[src/hw/rtl/srt_pkg.sv]
// shared constants and types for the fixed-point sine pipeline
// no dependencies; imported by srt_reduce, srt_poly and sine_range_reduce_taylor
`default_nettype none

package srt_pkg;

  // pipeline depth: reduction stages, polynomial stages, total
  localparam int NRED   = 7;
  localparam int NPOLY  = 10;
  localparam int NSTAGE = NRED + NPOLY;

  // angle constants in q56
  localparam logic [59:0] TWO_PI_Q56  = 60'h6487ED5110B4612;
  localparam logic [57:0] PI_Q56      = 58'h3243F6A8885A309;
  localparam logic [56:0] HALF_PI_Q56 = 57'h1921FB54442D184;

  // round(2^48 / (2*pi*2^24)): turn-count estimate from the s7.24 angle
  localparam logic [22:0] RECIP_2PI = 23'd2670177;

  // ceil(2^33 / 3) and ceil(2^36 / 15): exact reciprocal division
  localparam logic [31:0] RECIP_3  = 32'd2863311531;
  localparam logic [32:0] RECIP_15 = 33'd4581298450;

  // largest reduced angle in q30 after rounding pi/2
  localparam logic [30:0] R30_MAX = 31'd1686629713;

  // magnitude bound of the s1.30 result
  localparam logic signed [31:0] SINE_MAX = 32'sd1082130432;

  // reduced angle handed from the reduction to the polynomial
  typedef struct packed {
    logic        neg;
    logic [30:0] r30;
  } srt_red_t;

endpackage

`default_nettype wire

[src/hw/rtl/srt_reduce.sv]
// range reduction of an s7.24 angle into [0, pi/2] as unsigned q30, with a negate flag
// depends on srt_pkg; seven register stages, all advanced by one shared enable
`default_nettype none

module srt_reduce import srt_pkg::*; (
  input  wire logic        clk,
  input  wire logic        adv,
  input  wire logic [31:0] angle,
  output srt_red_t         red
);

  logic signed [55:0] prod0;
  logic signed [5:0]  k1_r;
  logic [31:0]        a1_r;
  logic signed [64:0] kc2_r;
  logic [31:0]        a2_r;
  logic signed [64:0] x3;
  logic signed [64:0] r03_r;
  logic signed [64:0] t_lo;
  logic signed [64:0] t_hi;
  logic [58:0]        r4_nxt;
  logic [58:0]        r4_r;
  logic [59:0]        d5;
  logic               neg5_r;
  logic [57:0]        r5_r;
  logic [58:0]        f6;
  logic [58:0]        h6;
  logic               neg6_r;
  logic [56:0]        r6_r;
  logic [57:0]        rnd7;
  srt_red_t           red_r;

  // turn-count estimate, off by at most one
  assign prod0 = $signed(angle) * $signed({1'b0, RECIP_2PI});

  // angle in q56 minus estimated whole turns
  assign x3 = {a2_r[31], a2_r, 32'd0};

  // fold the estimate error back into [0, 2pi)
  assign t_lo = r03_r + $signed({5'd0, TWO_PI_Q56});
  assign t_hi = r03_r - $signed({5'd0, TWO_PI_Q56});

  always_comb begin
    if (r03_r[64]) begin
      r4_nxt = t_lo[58:0];
    end else if (!t_hi[64]) begin
      r4_nxt = t_hi[58:0];
    end else begin
      r4_nxt = r03_r[58:0];
    end
  end

  // lower half turn and reflection
  assign d5   = {1'b0, r4_r} - {2'b00, PI_Q56};
  assign f6   = {1'b0, PI_Q56} - {1'b0, r5_r};
  assign h6   = {2'b00, HALF_PI_Q56} - {1'b0, r5_r};
  assign rnd7 = {1'b0, r6_r} + 58'd33554432;

  always_ff @(posedge clk) begin
    if (adv) begin
      k1_r   <= prod0[53:48];
      a1_r   <= angle;
      kc2_r  <= k1_r * $signed({1'b0, TWO_PI_Q56});
      a2_r   <= a1_r;
      r03_r  <= x3 - kc2_r;
      r4_r   <= r4_nxt;
      neg5_r <= !d5[59];
      r5_r   <= d5[59] ? r4_r[57:0] : d5[57:0];
      neg6_r <= neg5_r;
      r6_r   <= h6[58] ? f6[56:0] : r5_r[56:0];
      red_r  <= '{neg: neg6_r, r30: rnd7[56:26]};
    end
  end

  assign red = red_r;

endmodule

`default_nettype wire

[config.mk]
export PLATFORM = sky130hd
export DESIGN_NAME = srt_reduce
export DESIGN_NICKNAME = d
export VERILOG_FILES = /design/src/hw/rtl/srt_pkg.sv /design/src/hw/rtl/srt_reduce.sv
export SDC_FILE = /design/constraint.sdc
export NUM_CORES = 2
export LEC_CHECK = 0
export BUFFER_PORTS_ARGS = -buffer_cell sky130_fd_sc_hd__buf_2
export CORE_ASPECT_RATIO = 0.7
export CORE_MARGIN = 3
export CORE_UTILIZATION = 45
export CTS_CLUSTER_SIZE = 8
export DETAILED_ROUTE_END_ITERATION = 8
export PLACE_DENSITY_LB_ADDON = 0.2
export RECOVER_POWER = 25
export SYNTH_ARGS = -nofsm -noshare
export SYNTH_HDL_FRONTEND = slang
export SYNTH_SLANG_ARGS = --single-unit
[constraint.sdc]
create_clock -name clk -period 9.8 [get_ports clk]
set_input_delay 1.47 -clock clk [delete_from_list [all_inputs] [get_ports clk]]
set_output_delay 1.47 -clock clk [all_outputs]
set_load 0.02 [all_outputs]
==> metrics.txt <==
first-pass GRT wire length 142000 µm; Async S/R FF share, synth 0; chip height 247 µm; max incr delay on CP 0.74 ns; failing checks capacitance limit, slew limit; Final setup viols 0; Row Count 87; syn nets 4472; gpl congestion 0.907; Worst R2R Path Depth 15; Max clock buf depth 3; H-Tree Depth 2; Initial Util 0.459; die width 350 µm; Finished Layout Cells 4792; Slew Limit Fails 117; area of the mapped netlist 37300 µm²; PortBufs 65; crit path to k1_r[5]; vias in the first global route 25.3k; Worst Path Max Fanout 14; Pre-antenna DRT Iters 7; Max Fclk 123 MHz; Avg WL per Cell 18.4 µm; yosys warns 0; HP Class reg -> reg; initial antenna violation count 6; Clock Root Buffer clkbuf_16; DRC viols 0; total vias in the final route between 20k and 30k; Critical path origin angle[29]; post-synthesis sequential area ratio 0.306; RR Endpoint kc2_r[61]; Final Critical Period approximately 8.1 ns; CP Capture Type flop; syn_area_per_cell 10.2 µm²; CTS Hold Buffers Added 0; outcome complete, but fails checks; r2r setup slk 4.09 ns; slowest CP cell nor4_1; share of layout cells above drive strength 1 0.0395; setup bufs post-CTS 0; Final Hold Fails 0; via-per-instance ratio 5.42; initial DRC count 2064; Slew headroom -3.18; CP cell instances clkbuf_1 -> inv_1 -> fa_1 -> fa_1 -> inv_1 -> ha_1 -> fa_1 -> fa_1 -> fa_1 -> inv_1 -> fa_1 -> inv_1 -> ha_1 -> nand3_1 -> nor4_1 -> nand4_1 -> a21oi_1 -> nor3_1 -> a21oi_1 -> a21oi_1 -> xnor2_1; fin crit share 0.830; total track usage 0.208; Worst setup SP type input pin; placed cell count 4728; CP Data Required Time 10.12 ns; Worst-path clk slew roughly 0.05 ns; slew at the pin with the worst max-slew slack 6.27 ns; # nets final 4517; CORE AREA 81300 µm²; Synth cell types 87; area grow syn2layout 7.61%; critical path type in -> reg; Routed Wire Length 88200 µm; pin count of the biggest net entering global routing 169; Worst EP arrival 8.45 ns; Post-synth top flop edfxtp_1; Post-Place Cell Area ~39000 µm²; fin area between 40000 and 50000 µm²; cell count after synthesis 3671; num ports 66; Post-DP HPWL between 70000 and 80000 µm; die area 86400 µm²; setup_tns 0 ns; CTS buffer count 54; Max-cap violations 1; CTS tree yes; number of synthesized flops with an enable pin 380; Overflow after GRT 0; RSZ-0062 raised after global routing false; cts repair resizes 0; clk_lat worst skew 0.62 ns; RR Startpoint k1_r[5]; synthesized flop and latch total 380; Clock Skew around 0.055 ns; DRT antenna net count 0; Worst path most repeated cell fa_1; clk sink count 380
cell usage in the layout (no fill, tap or decap), drive strengths merged, types with 13 or more instances in the layout:
cell type,count
buf,41
o21bai,26
nand2b,20
nor2,173
nor3,67
a21oi,191
xor2,101
nor4,33
nor2b,17
a21o,48
a211oi,31
o211ai,18
and3,35
a21boi,15
or4,16
nand2,195
clkbuf,88
edfxtp,380
inv,664
fa,309
ha,458
o21ai,138
o31ai,25
xnor2,221
nand4,36
or3,25
nand3,74
o22ai,13
and2,16
or2,17
a31oi,36
o21a,23
flip-flops by register name (all words and copies together) (netlist names):
| name | count |
|---|---|
| a1_r | 32 |
| a2_r | 32 |
| k1_r | 6 |
| kc2_r | 64 |
| neg5_r | 1 |
| neg6_r | 1 |
| r03_r | 64 |
| r4_r | 58 |
| r5_r | 58 |
| r6_r | 32 |
| red | 32 |
kinds of logic (layout without fill, tap and decap cells):
group           Yosys count  count (layout)  share of synthesized area
buf+inv                 748             798                     0.0757
simple gates            771             771                      0.103
fa+ha+maj               768             768                      0.320
other cells               0               3                          0
flops                   380             380                      0.306
mux                       4               4                    0.00111
compound gates          678             678                      0.118
xor+xnor                322             322                     0.0758
how the worst min path moves through the flow:
stage,from,endpoint,slack (ns),cells past startpoint
finish,a1_r[18],a2_r[18],0.38,0
global placement,a1_r[14],a2_r[14],0.40,0
CTS,a1_r[18],a2_r[18],0.39,0
detailed placement,a1_r[11],a2_r[11],0.40,0
global route,a1_r[18],a2_r[18],0.40,0
floorplan,a1_r[0],a2_r[0],0.40,0
cell type report:
cell class | count | area, µm²
sequential | 380 | 11400
antenna | 3 | 7.51
tap | 1068 | 1340
multi-input combinational | 2543 | 23100
timing repair buffer | 73 | 358
fill | 7493 | 41200
clock inverter | 5 | 87.6
clock buffer | 56 | 1380
inverter | 664 | 2490
synthesized netlist by cell type (all sizes together) (31+ instances only):
cell type | number | area (µm²)
nor4 | 33 | 206
o21ai | 138 | 694
fa | 309 | 6190
inv | 664 | 2490
a31oi | 36 | 225
xor2 | 101 | 885
a211oi | 31 | 238
nand2 | 195 | 732
a21o | 48 | 360
nor3 | 67 | 335
a21oi | 191 | 967
ha | 458 | 5730
and3 | 35 | 219
xnor2 | 221 | 1940
edfxtp | 380 | 11400
nand4 | 36 | 225
nand3 | 74 | 370
clkbuf | 65 | 245
nor2 | 173 | 649
metrics by stage:
stage	setup WS (ns)	utilization	hold slack (ns)
2_1_floorplan	2.83	-	0.400
3_3_place_gp	1.54	0.476	0.404
3_5_place_dp	1.42	0.476	0.405
4_1_cts	2.03	0.494	0.388
5_1_grt	1.18	0.494	0.402
6_report	1.67	0.494	0.384
metal layers:
layer / share of wire / up-vias / routed length, µm / global-route usage
li1: - / 12700 / - / -
met1: 0.52 / 12400 / 46000 / 0.334
met2: 0.40 / 714 / 35200 / 0.287
met3: 0.064 / 88 / 5690 / 0.0392
met4: 0.015 / 4 / 1340 / 0.0418
met5: 0.00031 / - / 27 / 0
critical path, delay by kind of cell:
family                     cells  cell delay (ns)
adders and majority gates      8             3.77
and+or+nand+nor                4             1.26
buffers and inverters          5             1.11
AOI/OAI and AO/OA              3             0.70
xor gates and xnor gates       1             0.13
Power is left out: the tool's default activity adds up to more than one toggle a clock period on the data nets, which glitch-free logic cannot reach.
